--- config.mk ---
export PLATFORM = sky130hd
export DESIGN_NAME = http_request_line_parser
export DESIGN_NICKNAME = d
export VERILOG_FILES = /design/src/sv/hrlp_pkg.sv /design/src/sv/hrlp_parse.sv /design/src/sv/http_request_line_parser.sv
export SDC_FILE = /design/constraint.sdc
export NUM_CORES = 1
export LEC_CHECK = 0
export BUFFER_PORTS_ARGS = -buffer_cell sky130_fd_sc_hd__buf_2
export CAP_MARGIN = 20
export CORE_UTILIZATION = 28
export CTS_CLUSTER_DIAMETER = 40
export DETAILED_ROUTE_END_ITERATION = 8
export HOLD_SLACK_MARGIN = 0.08
export PLACE_DENSITY = 0.44
export RECOVER_POWER = 50
export SLEW_MARGIN = 10
export SYNTH_ARGS = -nofsm -noshare
export SYNTH_HDL_FRONTEND = slang
export SYNTH_HIERARCHICAL = 1
export SYNTH_SLANG_ARGS = --single-unit
--- constraint.sdc ---
create_clock -name clk -period 5.9 [get_ports clk]
set_input_delay 1.77 -clock clk [delete_from_list [all_inputs] [get_ports clk]]
set_output_delay 1.77 -clock clk [all_outputs]
set_load 0.005 [all_outputs]
--- src/sv/hrlp_pkg.sv ---
// Shared types, codes and token tables for the HTTP request line parser.
package hrlp_pkg;

  localparam int BUFFER_BYTES = 4096;
  localparam int POS_W = $clog2(BUFFER_BYTES + 1);
  localparam int OUT_W = 12;
  localparam logic [OUT_W-1:0] OUT_MAX = {OUT_W{1'b1}};

  typedef logic [1:0] status_t;
  localparam status_t ST_OK   = 2'd0;
  localparam status_t ST_INC  = 2'd1;
  localparam status_t ST_ERR  = 2'd2;
  localparam status_t ST_NONE = 2'd3;

  typedef logic [2:0] method_t;
  localparam method_t M_NONE = 3'd0;
  localparam method_t M_GET  = 3'd1;
  localparam method_t M_HEAD = 3'd2;
  localparam method_t M_POST = 3'd3;
  localparam method_t M_PUT  = 3'd4;

  typedef logic [1:0] version_t;
  localparam version_t VER_NONE = 2'd0;
  localparam version_t VER_10   = 2'd1;
  localparam version_t VER_11   = 2'd2;

  // One result as it leaves the parse logic; hit is high when the beat yields one.
  typedef struct packed {
    logic             hit;
    status_t          status;
    method_t          method;
    version_t         version;
    logic [OUT_W-1:0] uri_offset;
    logic [OUT_W-1:0] uri_length;
  } res_t;

  function automatic logic [7:0] tok_get(input logic [2:0] k);
    case (k)
      3'd0:    tok_get = "E";
      3'd1:    tok_get = "T";
      default: tok_get = " ";
    endcase
  endfunction

  function automatic logic [7:0] tok_head(input logic [2:0] k);
    case (k)
      3'd0:    tok_head = "E";
      3'd1:    tok_head = "A";
      3'd2:    tok_head = "D";
      default: tok_head = " ";
    endcase
  endfunction

  function automatic logic [7:0] tok_post(input logic [2:0] k);
    case (k)
      3'd0:    tok_post = "O";
      3'd1:    tok_post = "S";
      3'd2:    tok_post = "T";
      default: tok_post = " ";
    endcase
  endfunction

  function automatic logic [7:0] tok_put(input logic [2:0] k);
    case (k)
      3'd0:    tok_put = "U";
      3'd1:    tok_put = "T";
      default: tok_put = " ";
    endcase
  endfunction

  function automatic logic [7:0] tok_ver(input logic [2:0] k);
    case (k)
      3'd0:    tok_ver = "H";
      3'd1:    tok_ver = "T";
      3'd2:    tok_ver = "T";
      3'd3:    tok_ver = "P";
      3'd4:    tok_ver = "/";
      3'd5:    tok_ver = "1";
      default: tok_ver = ".";
    endcase
  endfunction

endpackage

--- src/sv/hrlp_parse.sv ---
// Request line state machine: parse state registers and per-byte next-state logic.
module hrlp_parse (
  input  logic               clk,
  input  logic               rst,
  input  logic               step,
  input  logic [7:0]         data_byte,
  input  logic               last,
  output hrlp_pkg::res_t     res
);

  localparam logic [2:0] PH_FIRST  = 3'd0;
  localparam logic [2:0] PH_GET    = 3'd1;
  localparam logic [2:0] PH_HEAD   = 3'd2;
  localparam logic [2:0] PH_P      = 3'd3;
  localparam logic [2:0] PH_URI    = 3'd4;
  localparam logic [2:0] PH_VER    = 3'd5;
  localparam logic [2:0] PH_DIGIT  = 3'd6;
  localparam logic [2:0] PH_ABSORB = 3'd7;

  localparam int PW = hrlp_pkg::POS_W;
  localparam int OW = hrlp_pkg::OUT_W;
  localparam int CW = (PW > OW) ? PW : OW;

  logic [2:0]             phase, phase_next;
  logic [2:0]             tok, tok_next;
  logic [PW-1:0]          pos, pos_next;
  logic [2:0]             method, method_next;
  logic [1:0]             match, match_next;
  logic [PW-1:0]          ustart, ustart_next;
  logic [PW-1:0]          ucount, ucount_next;
  logic                   decided, decided_next;
  hrlp_pkg::status_t      status;
  hrlp_pkg::version_t     version;

  function automatic logic is_ws(input logic [7:0] b);
    is_ws = (b == 8'h20) || (b >= 8'h09 && b <= 8'h0d);
  endfunction

  function automatic logic [OW-1:0] clip(input logic [PW-1:0] v);
    logic [CW-1:0] ext;
    ext = CW'(v);
    clip = (ext > CW'(hrlp_pkg::OUT_MAX)) ? hrlp_pkg::OUT_MAX : ext[OW-1:0];
  endfunction

  always_comb begin
    logic [1:0] m;
    m            = match;
    phase_next   = phase;
    tok_next     = tok;
    pos_next     = (pos < PW'(hrlp_pkg::BUFFER_BYTES)) ? pos + 1'b1 : pos;
    method_next  = method;
    ustart_next  = ustart;
    ucount_next  = ucount;
    decided_next = decided;
    status       = hrlp_pkg::ST_NONE;
    version      = hrlp_pkg::VER_NONE;

    unique case (phase)
      PH_FIRST: begin
        tok_next = 3'd0;
        m        = 2'b11;
        if (data_byte == "G") phase_next = PH_GET;
        else if (data_byte == "H") phase_next = PH_HEAD;
        else if (data_byte == "P") phase_next = PH_P;
        else status = hrlp_pkg::ST_ERR;
      end
      PH_GET: begin
        if (tok < 3'd3 && data_byte != hrlp_pkg::tok_get(tok)) m = m & 2'b10;
        tok_next = tok + 1'b1;
        if (tok >= 3'd2) begin
          if (m[0]) begin
            method_next = hrlp_pkg::M_GET;
            ustart_next = pos_next;
            phase_next  = PH_URI;
          end else begin
            status = hrlp_pkg::ST_ERR;
          end
        end
      end
      PH_HEAD: begin
        if (tok < 3'd4 && data_byte != hrlp_pkg::tok_head(tok)) m = m & 2'b10;
        tok_next = tok + 1'b1;
        if (tok >= 3'd3) begin
          if (m[0]) begin
            method_next = hrlp_pkg::M_HEAD;
            ustart_next = pos_next;
            phase_next  = PH_URI;
          end else begin
            status = hrlp_pkg::ST_ERR;
          end
        end
      end
      PH_P: begin
        if (tok < 3'd4 && data_byte != hrlp_pkg::tok_post(tok)) m = m & 2'b10;
        if (tok < 3'd3 && data_byte != hrlp_pkg::tok_put(tok)) m = m & 2'b01;
        tok_next = tok + 1'b1;
        if (tok >= 3'd3) begin
          if (m[0]) begin
            method_next = hrlp_pkg::M_POST;
            ustart_next = pos_next;
            phase_next  = PH_URI;
          end else if (m[1]) begin
            // PUT: the byte that failed the POST test is already the first URI byte.
            method_next = hrlp_pkg::M_PUT;
            ustart_next = pos;
            phase_next  = PH_URI;
            if (is_ws(data_byte)) begin
              ucount_next = '0;
              phase_next  = PH_VER;
              tok_next    = 3'd0;
              m           = 2'b11;
            end
          end else begin
            status = hrlp_pkg::ST_ERR;
          end
        end
      end
      PH_URI: begin
        if (is_ws(data_byte)) begin
          ucount_next = (pos >= ustart) ? pos - ustart : '0;
          phase_next  = PH_VER;
          tok_next    = 3'd0;
          m           = 2'b11;
        end
      end
      PH_VER: begin
        if (tok < 3'd7 && data_byte != hrlp_pkg::tok_ver(tok)) m = m & 2'b10;
        tok_next = tok + 1'b1;
        if (tok >= 3'd6) begin
          if (m[0]) phase_next = PH_DIGIT;
          else status = hrlp_pkg::ST_ERR;
        end
      end
      PH_DIGIT: begin
        if (data_byte == "0") begin
          status  = hrlp_pkg::ST_OK;
          version = hrlp_pkg::VER_10;
        end else if (data_byte == "1") begin
          status  = hrlp_pkg::ST_OK;
          version = hrlp_pkg::VER_11;
        end else begin
          status = hrlp_pkg::ST_ERR;
        end
      end
      PH_ABSORB: begin
      end
      default: begin
      end
    endcase

    if (status != hrlp_pkg::ST_NONE) begin
      phase_next   = PH_ABSORB;
      decided_next = 1'b1;
    end
    if (last && status == hrlp_pkg::ST_NONE && !decided) status = hrlp_pkg::ST_INC;

    res.hit        = (status != hrlp_pkg::ST_NONE);
    res.status     = status;
    res.method     = method_next;
    res.version    = version;
    res.uri_offset = clip(ustart_next);
    res.uri_length = clip(ucount_next);

    match_next = m;
    // The last byte of a buffer rearms the parser.
    if (last) begin
      phase_next   = PH_FIRST;
      tok_next     = 3'd0;
      pos_next     = '0;
      method_next  = hrlp_pkg::M_NONE;
      match_next   = 2'b11;
      ustart_next  = '0;
      ucount_next  = '0;
      decided_next = 1'b0;
    end
  end

  always_ff @(posedge clk) begin
    if (rst) begin
      phase   <= PH_FIRST;
      tok     <= 3'd0;
      pos     <= '0;
      method  <= hrlp_pkg::M_NONE;
      match   <= 2'b11;
      ustart  <= '0;
      ucount  <= '0;
      decided <= 1'b0;
    end else if (step) begin
      phase   <= phase_next;
      tok     <= tok_next;
      pos     <= pos_next;
      method  <= method_next;
      match   <= match_next;
      ustart  <= ustart_next;
      ucount  <= ucount_next;
      decided <= decided_next;
    end
  end

endmodule

--- src/sv/http_request_line_parser.sv ---
// Top level of the HTTP request line parser: input register, parse logic, result register.
// A deciding byte waits in the input register, and its result is loaded into the result register.
// Throughput: one byte per cycle; the parse state advances by one byte per cycle, except in a stall.
// A full result register stalls the input register only when a new result is due.
// Reset (rst, synchronous, active high) empties both registers and rearms the parser.
module http_request_line_parser (
  input  logic        clk,
  input  logic        rst,
  input  logic        s_tvalid,
  output logic        s_tready,
  input  logic [7:0]  s_tdata,   // [7:0] data_byte
  input  logic        s_tlast,   // end_of_buffer
  output logic        m_tvalid,
  input  logic        m_tready,
  output logic [31:0] m_tdata    // [1:0] parse_status, [4:2] method_code,
                                 // [6:5] version_code, [18:7] uri_offset,
                                 // [30:19] uri_length, [31] zero
);

  // Input register: one byte beat held until the parse logic takes it.
  logic           in_valid;
  logic [7:0]     in_byte;
  logic           in_last;

  // The parse state advances by one byte whenever the held byte can leave.
  // A byte that produces no result never waits for the output side; a byte
  // that produces one leaves when the result register is free or being
  // drained in this cycle.
  logic           advance;
  hrlp_pkg::res_t res;

  // Result register.
  hrlp_pkg::res_t out_res;

  assign advance  = in_valid && (!m_tvalid || m_tready || !res.hit);
  assign s_tready = !in_valid || advance;

  always_ff @(posedge clk) begin
    if (rst) begin
      in_valid <= 1'b0;
    end else if (s_tready) begin
      in_valid <= s_tvalid;
    end
  end

  always_ff @(posedge clk) begin
    if (s_tready && s_tvalid) begin
      in_byte <= s_tdata;
      in_last <= s_tlast;
    end
  end

  hrlp_parse u_parse (
    .clk       (clk),
    .rst       (rst),
    .step      (advance),
    .data_byte (in_byte),
    .last      (in_last),
    .res       (res)
  );

  // A new result is loaded only when the register is empty or drains now,
  // which advance already guarantees for beats that carry a result.
  always_ff @(posedge clk) begin
    if (rst) begin
      m_tvalid <= 1'b0;
    end else if (advance && res.hit) begin
      m_tvalid <= 1'b1;
    end else if (m_tready) begin
      m_tvalid <= 1'b0;
    end
  end

  always_ff @(posedge clk) begin
    if (advance && res.hit) begin
      out_res <= res;
    end
  end

  assign m_tdata = {1'b0, out_res.uri_length, out_res.uri_offset, out_res.version,
                    out_res.method, out_res.status};

  // A held result is never overwritten before it is taken.
  a_no_overwrite: assert property (@(posedge clk) disable iff (rst)
    (advance && res.hit) |-> (!m_tvalid || m_tready))
    else $error("result register overwritten while full");

  // Offered results never carry the internal no-result code.
  a_status_valid: assert property (@(posedge clk) disable iff (rst)
    m_tvalid |-> (m_tdata[1:0] != hrlp_pkg::ST_NONE))
    else $error("result beat with no-result status");

  // A version is reported only together with an ok status.
  a_version_ok: assert property (@(posedge clk) disable iff (rst)
    (m_tvalid && m_tdata[6:5] != hrlp_pkg::VER_NONE) |-> (m_tdata[1:0] == hrlp_pkg::ST_OK))
    else $error("version reported without ok status");

  // Reset empties the result register.
  a_reset_empty: assert property (@(posedge clk) rst |=> !m_tvalid)
    else $error("result valid after reset");

endmodule

-- Word level (Yosys, flattened, before mapping)
Cells that the tools add are included.
- bits in read-only memories: 0
- memory bits (writable): 0
- logic and storage cells: 209
- memories kept: 0
- input bits: 13
- bits in latches: 0
- bits in registers: 93
- output and inout bits: 34
- eq/ne operators: 39
- bitwise operators: 1
- add/sub/neg operators: 3
- shifts and indexed selects: 0
- $mul: 0
- multiplexer cells: 100
- reduce and logical (&&, ||, !) cells: 35
- div/mod/pow operators: 0
- $lt $le $gt $ge: 12
- operator list (kind ; count):
    2-to-1 mux 13 bit ; 17
    2-to-1 mux 3 bit ; 29
    2-to-1 mux 2 bit ; 21
    case mux 7 bit (3 select lines) ; 2
    2-to-1 mux 8 bit ; 5
    inequality test 8 bit ; 5
    case mux 13 bit (3 select lines) ; 1
    case mux 7 bit (5 select lines) ; 1
    inequality test 4 x 2 -> 1 bit (second input constant) ; 8
    case mux 7 bit (2 select lines) ; 2
    greater-than comparator 13 x 12 -> 1 bit (second input constant) ; 2
    case mux 13 bit (2 select lines) ; 1
    equality test 8 x 6 -> 1 bit (second input constant) ; 3
    equality test 8 x 7 -> 1 bit (second input constant) ; 3
    case mux 2 bit (6 select lines) ; 2
    case mux 3 bit (6 select lines) ; 1
    2-to-1 mux 1 bit ; 16
    equality test 3 bit (second input constant) ; 5
    adder 13 x 1 -> 13 bit (second input constant) ; 1
    >= comparator 13 bit ; 1
    less-than comparator 13 bit (second input constant) ; 1
    subtractor 13 bit ; 1
    equality test 3 x 2 -> 1 bit (second input constant) ; 4
    case mux 3 bit (4 select lines) ; 1
    other kinds (30) ; 57

-- Logic depth before layout (Yosys ltp)
Gate-level depths: netlist (run 1).
- depth in word-level cells: 22
- depth in mapped cells: 21
- depth with buffers taken out: 17

-- Hierarchy
Netlist (run 1), hierarchy kept.
- modules (own cells, without submodules) (module ; seq. area each (um^2) ; cells an instance ; times used ; area an instance (um^2)):
    hrlp_parse ; 1021.0 ; 584 ; 1 ; 4330.4
    http_request_line_parser ; 1241.2 ; 54 ; 1 ; 1316.3

-- Worst setup path before layout (run 1)
OpenSTA, ideal clock, no wires.
- path kind: flip-flop to output port
- start point: reg u_parse.tok[2]
- end point: out s_tready
- arrival time: 2.961 ns
- data required time: 4.130 ns
- path slack: 1.169 ns
- path buffers: 1
- cell stages (with the launch flop): 13
- cells stage by stage: dfxtp_1 > buf_2 > clkinv_1 > ha_1 > or3b_1 > a2111oi_2 > o21ai_1 > a22o_1 > a2111o_1 > o211a_4 > inv_1 > o21ai_0 > nand4b_2
- RTL lines (item ; line ; text):
    from (decl) ; hrlp_parse.sv:25 ; logic [2:0] tok, tok_next;
    from (signal assigned) ; hrlp_parse.sv:190 ; tok <= tok_next;
    to (decl) ; http_request_line_parser.sv:10 ; output logic s_tready,

==> results of run 1 <==
-- layout by cell type (no fill, tap or decap), types with 18 or more instances in the layout --
cell type                  count
sky130_fd_sc_hd__a21oi_1      28
sky130_fd_sc_hd__a221o_1      19
sky130_fd_sc_hd__buf_2        26
sky130_fd_sc_hd__clkbuf_1     20
sky130_fd_sc_hd__dfxtp_1      53
sky130_fd_sc_hd__edfxtp_1     40
sky130_fd_sc_hd__ha_1         19
sky130_fd_sc_hd__inv_1        31
sky130_fd_sc_hd__nand2_1      58
sky130_fd_sc_hd__nand3_1      18
sky130_fd_sc_hd__nor2_1       58
sky130_fd_sc_hd__o21ai_0      45
-- area by class of cell --
class / count / area [um^2] / area share, %
repair buffers: 56 / 288 / 4.48
clock inverters: 3 / 22.5 / 0.350
multi-input cells: 476 / 3110 / 48.4
clock buffers: 13 / 293 / 4.56
well taps: 265 / 332 / 5.16
inverters: 32 / 120 / 1.87
flip-flops and latches: 93 / 2260 / 35.2
-- metal layers --
metal / vias to the layer above / GRT usage [%] / part of all wire (%)
met5: - / 0 / 0
met1: 2423 / 24.0 / 49
li1: 2439 / - / -
met3: 23 / 2.58 / 5.2
met2: 170 / 25.4 / 44
met4: 0 / 5.66 / 1.6
-- power by group through the flow --
stage	logic, mW	clock network, mW	registers, mW
2_1_floorplan	0.0982	0	0.718
3_3_place_gp	0.133	0	0.734
3_5_place_dp	0.134	0	0.735
4_1_cts	0.135	0.631	0.720
5_1_grt	0.146	0.650	0.725
6_report	0.132	0.613	0.721
-- worst max path at each step --
stage	to	start
global route	s_tready	u_parse/tok[1]$_SDFFE_PP0P_
detailed placement	s_tready	u_parse/tok[1]$_SDFFE_PP0P_
finish	s_tready	u_parse/tok[1]$_SDFFE_PP0P_
CTS	s_tready	u_parse/tok[1]$_SDFFE_PP0P_
floorplan	s_tready	u_parse/tok[2]$_SDFFE_PP0P_
global placement	s_tready	u_parse/tok[1]$_SDFFE_PP0P_
-- registers in the layout (all words and copies together), names as in the netlist --
| signal | cells |
|---|---|
| in_last | 1 |
| u_parse/match | 2 |
| in_byte | 8 |
| u_parse/decided | 1 |
| u_parse/method | 3 |
| u_parse/ustart | 13 |
| m_tvalid | 1 |
| in_valid | 1 |
| m_tdata | 31 |
| u_parse/phase | 3 |
| u_parse/tok | 3 |
| u_parse/ucount | 13 |
| u_parse/pos | 13 |
-- through the flow --
stage          utilization [%]  setup slack, ns  hold WS, ns  std cells  total power [mW]
2_1_floorplan                -             1.17        0.416        638             0.816
3_3_place_gp              31.3            0.909        0.428        921             0.868
3_5_place_dp              31.4            0.855        0.433        922             0.868
4_1_cts                   33.0            0.454        0.443        938              1.49
5_1_grt                   32.8            0.123        0.487        938              1.52
6_report                  32.8            0.432        0.442        938              1.47
-- cells by family (layout without fill, tap and decap cells) --
family	after synthesis	count (layout)	share of synthesized area, %
AOI/OAI and AO/OA	199	199	25.7
xor gates and xnor gates	21	21	3.26
adders and majority gates	21	21	4.74
buffers and inverters	69	104	4.74
DFF	93	93	40.1
muxes	9	9	1.64
other	1	1	0.0664
and+or+nand+nor	225	225	19.8
-- tightest hold or removal path, delay by kind of cell (launching register included) --
family / cells / cell delay [ns]
AND/OR/NAND/NOR: 2 / 0.09
flip-flops: 1 / 0.31
==> implementation parameters, run 1 <==
Parameter                              Value

Route
  Vias after detailed routing    5055
  DRC    0
  Antenna viol nets, final    0
  TritonRoute pass-1 iters    5
  Vias per inst    5.39
  Detailed Route WL    16600 um
  First-iteration detailed-routing DRC count    341
  WL/cell    17.7 um

Clock tree
  Number of H-tree levels    3
  Clock insertion delay at the later pin of the skew report    0.36 ns
  Clock Path Buffers    2
  Cell at the root of the clock tree    sky130_fd_sc_hd__clkbuf_16
  Total of cells resized after clock tree synthesis    0
  Clock slew seen by the registers of the worst setup and hold paths    0.07 ns
  TritonCTS clock tree    built
  Buffers inserted by post-CTS timing repair    0
  Number of buffers inserted for hold repair after clock tree synthesis    0
  Clock Sinks    93
  Number of buffers inserted during clock tree synthesis    9

Power
  Worst ir drop on vdd    0.139 mV
  Logic pwr share    9.0%
  Proportion of power drawn by flip-flops and latches    49.2%
  Net Sw Frac    25.4%
  PD cells    228 nW/um^2
  LEAKAGE    2.38 nW
  Internal power    1.09 mW
  Net switching power of the design    0.373 mW
  Clock power frac    41.8%

Finish
  Layout area overhead    13.8%
  Fillers    2056
  Final antenna diode count    0
  Cell area after layout    6430 um^2
  Final #Nets    701
  Share of cells above drive strength 1    9.21%

Logic synthesis
  Mapped cell area    5650 um^2
  Async set-reset flop share out of synthesis    0%
  Syn_nets    671
  Total number of yosys warnings    6
  Synthesized area per cell    8.85 um^2
  Count of unique library cells instantiated by Yosys    76
  Most frequent cells after synthesis    sky130_fd_sc_hd__nor2_1 (59), sky130_fd_sc_hd__nand2_1 (58), sky130_fd_sc_hd__dfxtp_1 (53)
  Most used flip-flop cell after synthesis    sky130_fd_sc_hd__dfxtp_1
  Dominant cells by area after synthesis    sky130_fd_sc_hd__edfxtp_1 (21%), sky130_fd_sc_hd__dfxtp_1 (19%), sky130_fd_sc_hd__ha_1 (4.2%)
  Number of synthesized register bits    93
  Synth top area share    21.3%
  Post-synthesis cell count    638
  Number of flops mapped to enable cells by yosys    40
  Most common cell in the netlist    sky130_fd_sc_hd__nor2_1
  Sequential-to-total area share from yosys stat    40.1%
  Cell accounting for the most synthesized area    sky130_fd_sc_hd__edfxtp_1

GRT
  Aggregate global routing overflow    0
  Antenna violations before repair    0
  First-pass GRT wire length    26500 um
  Vias in the first global route    4741
  Maximum number of pins on one net before global-route repair    32
  Total GRT Usage    16.7%

Min path
  Worst Hold Depth    2
  Class of the tightest hold or removal check    flop to flop
  Hold worst-path end    u_parse/ucount[11]$_SDFFE_PP0P_
  HP Start    u_parse/ucount[11]$_SDFFE_PP0P_

Critical path
  Library cell contributing the largest single delay on the critical path    sky130_fd_sc_hd__dfxtp_1
  Largest incremental delay on the critical path    0.55 ns
  Worst-case register-to-register setup slack    1.03 ns
  Number of buffers and inverters on the critical path    3
  Kind of start point of the critical path    flop
  Crit path DAT    3.70 ns
  Critical path data required time    4.13 ns
  Cells traversed along the worst timing path    inv_1, ha_1, o21bai_1, xnor2_1, or4_1, o21ai_1, a211oi_1, o211a_4, inv_1, o21ai_0, nand4b_2, buf_2
  Logic depth of the worst path, buffers included    12
  Critical register-to-register path endpoint    u_parse/phase[1]$_SDFFE_PP0P_
  Most frequent cell on the critical path    sky130_fd_sc_hd__inv_1
  Crit Path Class    flop to primary output
  Beginning of the worst register-to-register path    u_parse/tok[1]$_SDFFE_PP0P_
  Largest driver fanout on the critical path    12
  Sort of element at the end of the critical path    primary output
  Worst reg-to-reg path cell count    17
  Kind of cell adding the most delay to the critical path    compound AO/OA/AOI/OAI gates

Placed design
  DP HPWL    12100 um
  Post-placement cell area    6150 um^2
  RePlAce Congestion    0.842
  Input/output buffers    45

STA
  Headroom to the max-slew limit    -22.1%
  Setup repair after global routing missed its margin    false
  Max-slew violation count    32
  Worst clock skew    0.0116 ns
  Period utilization    92.7%
  Achievable clock frequency    183 MHz
  Setup_tns    0 ns
  Final critical path time including I/O delays and setup    5.47 ns
  Count of endpoints failing setup in the final report    0
  Transition at the pin with the smallest max-transition slack    1.83 ns
  Count of final hold-check violations    0

Floorplan
  Floorplan die height    144 um
  Core Footprint    19600 um^2
  Boundary pin count    47
  Die Area    20700 um^2
  Num rows    51
  Initial standard-cell utilization of the core    28.8%
  Die Span X    144 um

Run status
  Outcome    finished, violations left
  Failing checks    max-capacitance violations, max-slew violations

Run
  Total of max-cap violations    2
(Power assumes the default switching activity.)
==> inputs of run 2 (changes only) <==
--- a/config.mk
+++ b/config.mk
@@ -5,6 +5,7 @@
 export SDC_FILE = /design/constraint.sdc
 export NUM_CORES = 1
 export LEC_CHECK = 0
+export ABC_AREA = 1
 export BUFFER_PORTS_ARGS = -buffer_cell sky130_fd_sc_hd__buf_2
 export CAP_MARGIN = 20
 export CORE_UTILIZATION = 28
@@ -13,7 +14,7 @@
 export HOLD_SLACK_MARGIN = 0.08
 export PLACE_DENSITY = 0.44
 export RECOVER_POWER = 50
-export SLEW_MARGIN = 10
+export SLEW_MARGIN = 20
 export SYNTH_ARGS = -nofsm -noshare
 export SYNTH_HDL_FRONTEND = slang
 export SYNTH_HIERARCHICAL = 1
==> run 2 against run 1 <==
The run now ends clean. Wire length increased by 9.0%. Worst setup slack better by 0.20 ns. Final cell count grew 28%. Sequential power is 2.9% higher. Non-clock buffer count fell by 3. Clock power barely moved. Core utilization fell by 0.44 points. Register-to-register slack better by 0.08 ns. Maximum frequency is 3.7% higher. Critical path depth is 4 higher. Sequential share of layout area fell by 2.4 points. Critical path type unchanged. Highest routed layer unchanged.
==> implementation parameters, run 2 <==
Parameter                              Value

GRT
  Maximum number of pins on one net before global-route repair    50 (+56%)
  Vias in the first global route    5342 (+13%)
  First-pass GRT wire length    29300 um (+10%)
  Aggregate global routing overflow    0 (unchanged)
  Antenna violations before repair    0 (unchanged)
  Total GRT Usage    16.7% (about the same)

STA
  Setup repair after global routing missed its margin    false
  Headroom to the max-slew limit    27.6% (+50 points)
  Setup_tns    0 ns (unchanged)
  Transition at the pin with the smallest max-transition slack    1.08 ns (-0.748 ns)
  Worst setup margin    0.628 ns (+0.196 ns)
  Achievable clock frequency    190 MHz (+3.7%)
  Final critical path time including I/O delays and setup    5.27 ns (-0.196 ns)
  Max-slew violation count    0 (-100%)
  Count of endpoints failing setup in the final report    0 (unchanged)
  Period utilization    89.4% (-3.3 points)
  Worst clock skew    0.0100 ns (-0.00155 ns)
  Count of final hold-check violations    0 (unchanged)

Clock tree
  Clock slew seen by the registers of the worst setup and hold paths    0.07 ns (about the same)
  Cell at the root of the clock tree    sky130_fd_sc_hd__clkbuf_16
  Total of cells resized after clock tree synthesis    0 (unchanged)
  Number of buffers inserted during clock tree synthesis    9 (unchanged)
  Clock insertion delay at the later pin of the skew report    0.35 ns (about the same)
  Number of H-tree levels    3 (unchanged)
  TritonCTS clock tree    built
  Buffers inserted by post-CTS timing repair    0 (unchanged)
  Number of buffers inserted for hold repair after clock tree synthesis    0 (unchanged)
  Clock Sinks    93 (unchanged)
  Clock Path Buffers    2 (unchanged)

Floorplan
  Num rows    53 (+3.9%)
  Die Span X    150 um (+4.4%)
  Floorplan die height    150 um (+4.4%)
  Boundary pin count    47 (unchanged)
  Core Footprint    21300 um^2 (+8.7%)
  Initial standard-cell utilization of the core    28.9% (+0.11 points)
  Die Area    22600 um^2 (+9.0%)

Route
  DRC    0 (unchanged)
  TritonRoute pass-1 iters    6 (+1)
  Detailed Route WL    18100 um (+9.0%)
  WL/cell    15.0 um (-15%)
  First-iteration detailed-routing DRC count    393 (+15%)
  Vias after detailed routing    5723 (+13%)
  Vias per inst    4.76 (-12%)
  Antenna viol nets, final    0 (unchanged)

Critical path
  Beginning of the worst register-to-register path    u_parse/tok[0]$_SDFFE_PP0P_
  Crit Path Class    flop to primary output
  Largest incremental delay on the critical path    0.49 ns (-0.06 ns)
  Most frequent cell on the critical path    sky130_fd_sc_hd__nand2_1
  Critical Path Start    u_parse/tok[0]$_SDFFE_PP0P_
  Number of buffers and inverters on the critical path    2 (-1)
  Crit path DAT    3.50 ns (-0.20 ns)
  Critical path data required time    4.13 ns (about the same)
  Kind of cell adding the most delay to the critical path    simple AND/OR/NAND/NOR gates
  Sort of element at the end of the critical path    primary output
  Cells traversed along the worst timing path    inv_1, ha_1, o21ai_0, nand2_1, nand2_1, nor2_1, nand3_1, a21boi_0, nand2_1, nand2_1, nor2_1, nand2_1, a211oi_1, nand2_1, nand4_1, buf_2
  Largest driver fanout on the critical path    7 (-5)
  Kind of start point of the critical path    flop
  Library cell contributing the largest single delay on the critical path    sky130_fd_sc_hd__dfxtp_1

Power
  Net switching power of the design    0.512 mW (+37%)
  LEAKAGE    3.08 nW (+29%)
  Proportion of power drawn by flip-flops and latches    45.0% (-4.2 points)
  Worst ir drop on vdd    0.116 mV (-16%)
  PD cells    239 nW/um^2 (+5.0%)
  Logic pwr share    17.8% (+8.8 points)
  Overall power of the completed layout    1.65 mW (+13%)
  Internal power    1.14 mW (+4.1%)
  Clock power frac    37.2% (-4.6 points)
  Net Sw Frac    31.0% (+5.6 points)

Finish
  Final antenna diode count    0 (unchanged)
  Share of cells above drive strength 1    8.85% (-0.37 points)
  Final #Nets    955 (+36%)
  Leading cell type in the layout, fill and taps excluded    sky130_fd_sc_hd__nand2_1
  Top library cells by usage in the layout, fill and taps aside    sky130_fd_sc_hd__nand2_1 (295), sky130_fd_sc_hd__nand3_1 (92), sky130_fd_sc_hd__inv_1 (87)
  Cell area after layout    6890 um^2 (+7.2%)
  Fillers    2307 (+12%)
  Layout area overhead    11.9%
  Flip-flop count of the largest register after layout    31 (unchanged)
  Post-Route Utilization    32.4% (-0.44 points)

Placed design
  RePlAce Congestion    0.932 (+11%)
  Post-placement cell area    6640 um^2 (+8.0%)
  Input/output buffers    45 (unchanged)
  DP HPWL    13300 um (+10%)
  Post-placement setup slack    1.22 ns (+0.362 ns)

Logic synthesis
  Most frequent cells after synthesis    sky130_fd_sc_hd__nand2_1 (293), sky130_fd_sc_hd__nand3_1 (91), sky130_fd_sc_hd__inv_1 (87)
  Synth top area share    19.5% (-1.8 points)
  Cell accounting for the most synthesized area    sky130_fd_sc_hd__edfxtp_1
  Async set-reset flop share out of synthesis    0% (unchanged)
  Number of synthesized register bits    93 (unchanged)
  Syn_nets    922 (+37%)
  Mapped cell area    6160 um^2 (+9.1%)
  Count of unique library cells instantiated by Yosys    52 (-32%)
  Synthesized area per cell    6.93 um^2 (-22%)
  Total number of yosys warnings    6 (unchanged)
  Most used flip-flop cell after synthesis    sky130_fd_sc_hd__dfxtp_1
  Most common cell in the netlist    sky130_fd_sc_hd__nand2_1
  Dominant cells by area after synthesis    sky130_fd_sc_hd__edfxtp_1 (20%), sky130_fd_sc_hd__nand2_1 (18%), sky130_fd_sc_hd__dfxtp_1 (17%)
  Sequential-to-total area share from yosys stat    36.7% (-3.3 points)
  Post-synthesis cell count    889 (+39%)
  Number of flops mapped to enable cells by yosys    40 (unchanged)

Min path
  Class of the tightest hold or removal check    flop to flop
  HP Start    u_parse/decided$_SDFFE_PP0P_

Run status
  Outcome    finished, final reports clean

Run
  Total of max-cap violations    0 (-2)
## run 2: cell types whose count changed in the layout (fill, tap and decap cells not counted), sizes merged, moves of 10 or more
cell    delta
nand2    +249
nand3     +75
inv       +63
a21oi     +46
a221o     -19
o21ai     -19
nor2b     -16
a22oi     -12
nand2b    -10
## run 2: per-layer routing
metal / wire length, um / global-route usage, %
met1: 9520 / 24.6
met4: 207 / 5.56
met2: 7650 / 25.2
met5: 0 / 0
met3: 694 / 1.85
## run 2: cell type report
type                    instances  area, um^2  area share, %
well taps                     275         344           4.99
repair buffers                 53         264           3.83
clock inverters                 7        81.3           1.18
clock buffers                   9         225           3.27
flip-flops and latches         93        2260           32.8
multi-input cells             671        3360           48.7
inverters                      94         355           5.16
## run 2: worst paths after layout
| check | cells after the start | to | slack (ns) |
|---|---|---|---|
| hold reg to reg | 2 | u_parse/decided$_SDFFE_PP0P_ | 0.48 |
| hold / removal | 2 | u_parse/decided$_SDFFE_PP0P_ | 0.48 |
| setup / recovery | 16 | s_tready | 0.63 |
| setup reg to reg | 23 | u_parse/method[0]$_SDFFE_PP0P_ | 1.11 |
## run 2: worst register-to-register path, delay by kind of cell (launching register included)
| kind | cells | cell delay (ns) |
|---|---|---|
| AND/OR/NAND/NOR | 10 | 1.57 |
| AO/OA/AOI/OAI | 6 | 1.21 |
| buffers and inverters | 6 | 1.09 |
| flip-flops | 1 | 0.49 |
| adder cells (fa/ha/maj) | 1 | 0.33 |
## run 2: kinds of logic (layout without fill, tap and decap cells)
group,after synthesis,after routing,synth area share (%)
other,1,1,0.0609
xor gates and xnor gates,21,21,2.99
buffers and inverters,125,163,8.23
AOI/OAI and AO/OA,137,137,13.2
adders and majority gates,20,20,4.18
DFF,93,93,36.7
and+or+nand+nor,492,492,34.6
## run 2: metrics by stage
stage	cells	hold WS (ns)
2_1_floorplan	889	0.438
3_3_place_gp	1186	0.467
3_5_place_dp	1186	0.466
4_1_cts	1202	0.477
5_1_grt	1202	0.505
6_report	1202	0.478
## run 2: power groups by stage
| stage | Combinational, mW | Clock, mW | Sequential, mW |
|---|---|---|---|
| final | 0.294 | 0.614 | 0.742 |
| after global routing | 0.330 | 0.662 | 0.747 |
| after global placement | 0.306 | 0 | 0.758 |
| after CTS | 0.303 | 0.642 | 0.742 |
| after detailed placement | 0.302 | 0 | 0.757 |
| after floorplan | 0.208 | 0 | 0.751 |
==> inputs of run 3 (changes only) <==
--- a/config.mk
+++ b/config.mk
@@ -12,10 +12,10 @@
 export CTS_CLUSTER_DIAMETER = 40
 export DETAILED_ROUTE_END_ITERATION = 8
 export HOLD_SLACK_MARGIN = 0.08
-export PLACE_DENSITY = 0.44
 export RECOVER_POWER = 50
 export SLEW_MARGIN = 20
 export SYNTH_ARGS = -nofsm -noshare
 export SYNTH_HDL_FRONTEND = slang
 export SYNTH_HIERARCHICAL = 1
 export SYNTH_SLANG_ARGS = --single-unit
+export TNS_END_PERCENT = 30
==> run 3 against run 2 <==
The run now ends with max-capacitance violations, max-slew violations left. Sequential power hardly changed. First-iteration DRC count is 3.3% lower. Maximum frequency is 2.4% higher. Global-route usage is 1.1 points lower. Combinational power hardly changed. Wire length is 5.9% lower. Non-clock buffer count is 3 lower. Power is 0.48% lower. Count of clock-buffer cells in the layout is 2 higher. Highest routed layer unchanged.
==> implementation parameters, run 3 (synthesized netlist as in run 2, its figures left out) <==
Parameter                              Value

STA
  Headroom to the max-slew limit    -30.9% (-59 points)
  Max-slew violation count    32 (+32)
  Period utilization    87.3% (-2.1 points)
  Transition at the pin with the smallest max-transition slack    1.96 ns (+0.882 ns)
  Worst setup margin    0.749 ns (+0.121 ns)
  Setup repair after global routing missed its margin    false
  Achievable clock frequency    194 MHz (+2.4%)
  Count of final hold-check violations    0 (unchanged)
  Worst clock skew    0.0101 ns (+0.0000336 ns)
  Setup_tns    0 ns (unchanged)
  Fin Hold WS    0.475 ns (-0.00305 ns)
  Count of endpoints failing setup in the final report    0 (unchanged)
  Final critical path time including I/O delays and setup    5.15 ns (-0.122 ns)

Run status
  Outcome    finished, violations left
  Failing checks    max-capacitance violations, max-slew violations

Clock tree
  Buffers inserted by post-CTS timing repair    0 (unchanged)
  Cell at the root of the clock tree    sky130_fd_sc_hd__clkbuf_16
  Number of buffers inserted for hold repair after clock tree synthesis    0 (unchanged)
  Clock Path Buffers    2 (unchanged)
  Clock slew seen by the registers of the worst setup and hold paths    0.06 ns (about the same)
  Number of buffers inserted during clock tree synthesis    9 (unchanged)
  Clock insertion delay at the later pin of the skew report    0.36 ns (about the same)
  Clock Sinks    93 (unchanged)
  Total of cells resized after clock tree synthesis    0 (unchanged)
  Number of H-tree levels    3 (unchanged)
  TritonCTS clock tree    built

Critical path
  Largest driver fanout on the critical path    7 (unchanged)
  Sort of element at the end of the critical path    primary output
  Crit path DAT    3.38 ns (-0.12 ns)
  Crit Path Class    flop to primary output
  Kind of start point of the critical path    flop
  Critical path data required time    4.13 ns (about the same)

Finish
  Final antenna diode count    0 (unchanged)
  Flip-flop count of the largest register after layout    31 (unchanged)
  Cell area after layout    6850 um^2 (-0.53%)
  Leading cell type in the layout, fill and taps excluded    sky130_fd_sc_hd__nand2_1
  Final #Nets    952 (-0.31%)
  Layout area overhead    11.3%
  Share of cells above drive strength 1    7.68% (-1.2 points)
  Top library cells by usage in the layout, fill and taps aside    sky130_fd_sc_hd__nand2_1 (295), sky130_fd_sc_hd__nand3_1 (92), sky130_fd_sc_hd__inv_1 (87)

Route
  First-iteration detailed-routing DRC count    380 (-3.3%)
  Antenna viol nets, final    0 (unchanged)
  Vias after detailed routing    5820 (+1.7%)
  TritonRoute pass-1 iters    5 (-1)
  Vias per inst    4.85 (+1.9%)
  WL/cell    14.2 um (-5.6%)
  Detailed Route WL    17000 um (-5.9%)
  DRC    0 (unchanged)

Power
  Proportion of power drawn by flip-flops and latches    45.3% (+0.3 points)
  Internal power    1.13 mW (-0.79%)
  Net Sw Frac    31.2% (+0.21 points)
  Overall power of the completed layout    1.64 mW (-0.48%)
  Net switching power of the design    0.513 mW (+0.20%)
  PD cells    239 nW/um^2 (about the same)
  LEAKAGE    3.04 nW (-1.3%)
  Worst ir drop on vdd    0.130 mV (+12%)
  Clock power frac    36.8% (-0.4 points)
  Logic pwr share    17.9% (about the same)

GRT
  Antenna violations before repair    0 (unchanged)
  Total GRT Usage    15.7% (-1.1 points)
  Vias in the first global route    5323 (-0.36%)
  First-pass GRT wire length    27800 um (-5.1%)
  Maximum number of pins on one net before global-route repair    50 (unchanged)
  Aggregate global routing overflow    0 (unchanged)

Run
  Total of max-cap violations    1 (+1)

Min path
  Class of the tightest hold or removal check    flop to flop

Floorplan
  Num rows    53 (unchanged)
  Die Span X    150 um (unchanged)
  Floorplan die height    150 um (unchanged)
  Boundary pin count    47 (unchanged)
  Initial standard-cell utilization of the core    28.9% (unchanged)
  Die Area    22600 um^2 (unchanged)
  Core Footprint    21300 um^2 (unchanged)

Placed design
  DP HPWL    12200 um (-8.1%)
  RePlAce Congestion    0.901 (-3.2%)
  Post-placement cell area    6620 um^2 (-0.34%)
  Post-placement setup slack    1.23 ns (+0.0102 ns)
  Input/output buffers    45 (unchanged)
-- run 3: power by group through the flow --
stage	clock (mW)	sequential, mW	combinational, mW
after CTS	0.623	0.743	0.300
after floorplan	0	0.751	0.208
after global routing	0.645	0.749	0.329
after global placement	0	0.757	0.298
after detailed placement	0	0.757	0.298
final	0.604	0.744	0.293
-- run 3: path summary, 6_finish.rpt --
kind                                                    from                      endpoint  slack (ns)  depth (start not counted)
worst max register to register   u_parse/tok[0]$_SDFFE_PP0P_   u_parse/tok[2]$_SDFFE_PP0P_        1.26                         25
worst min-delay path            u_parse/decided$_SDFFE_PP0P_  u_parse/decided$_SDFFE_PP0P_        0.48                          2
worst max-delay path             u_parse/tok[0]$_SDFFE_PP0P_                      s_tready        0.75                         17
worst min register to register  u_parse/decided$_SDFFE_PP0P_  u_parse/decided$_SDFFE_PP0P_        0.48                          2
-- run 3: metrics by stage --
| step | instances | util [%] |
|---|---|---|
| finish | 1199 | 32.2 |
| global route | 1199 | 32.2 |
| CTS | 1199 | 32.5 |
| detailed placement | 1183 | 31.1 |
| global placement | 1183 | 31.1 |
| floorplan | 889 | - |
-- run 3: final cells by class --
class                   instances  area (um^2)
repair buffers                 50          230
clock inverters                 5         38.8
fillers                      2300        14400
flip-flops and latches         93         2260
multi-input cells             671         3360
clock buffers                  11          264
inverters                      94          355
well taps                     275          344
-- run 3: worst max-delay path, stage by stage, from the launching register on --
cell and delay, ns:
sky130_fd_sc_hd__dfxtp_1 0.38, sky130_fd_sc_hd__inv_1 0.15, sky130_fd_sc_hd__ha_1 0.35, sky130_fd_sc_hd__clkinv_1 0.11, sky130_fd_sc_hd__nor2_1 0.23, sky130_fd_sc_hd__nand2_1 0.08, sky130_fd_sc_hd__nand3_1 0.07, sky130_fd_sc_hd__nor2_1 0.06
sky130_fd_sc_hd__nand3_1 0.13, sky130_fd_sc_hd__nand2_1 0.09, sky130_fd_sc_hd__nand3_1 0.13, sky130_fd_sc_hd__nand3_1 0.09, sky130_fd_sc_hd__nor2_1 0.14, sky130_fd_sc_hd__nand2_1 0.16, sky130_fd_sc_hd__a211oi_1 0.30, sky130_fd_sc_hd__nand2_1 0.21
sky130_fd_sc_hd__nand4_1 0.20, sky130_fd_sc_hd__buf_2 0.14
-- run 3: per-layer routing --
| metal | share of wire, % | GRT usage [%] | vias to the layer above |
|---|---|---|---|
| met3 | 6.0 | 2.36 | 14 |
| met4 | 1.4 | 5.91 | 0 |
| li1 | - | - | 2973 |
| met2 | 43 | 22.9 | 156 |
| met1 | 50 | 22.9 | 2677 |
| met5 | 0 | 0 | - |
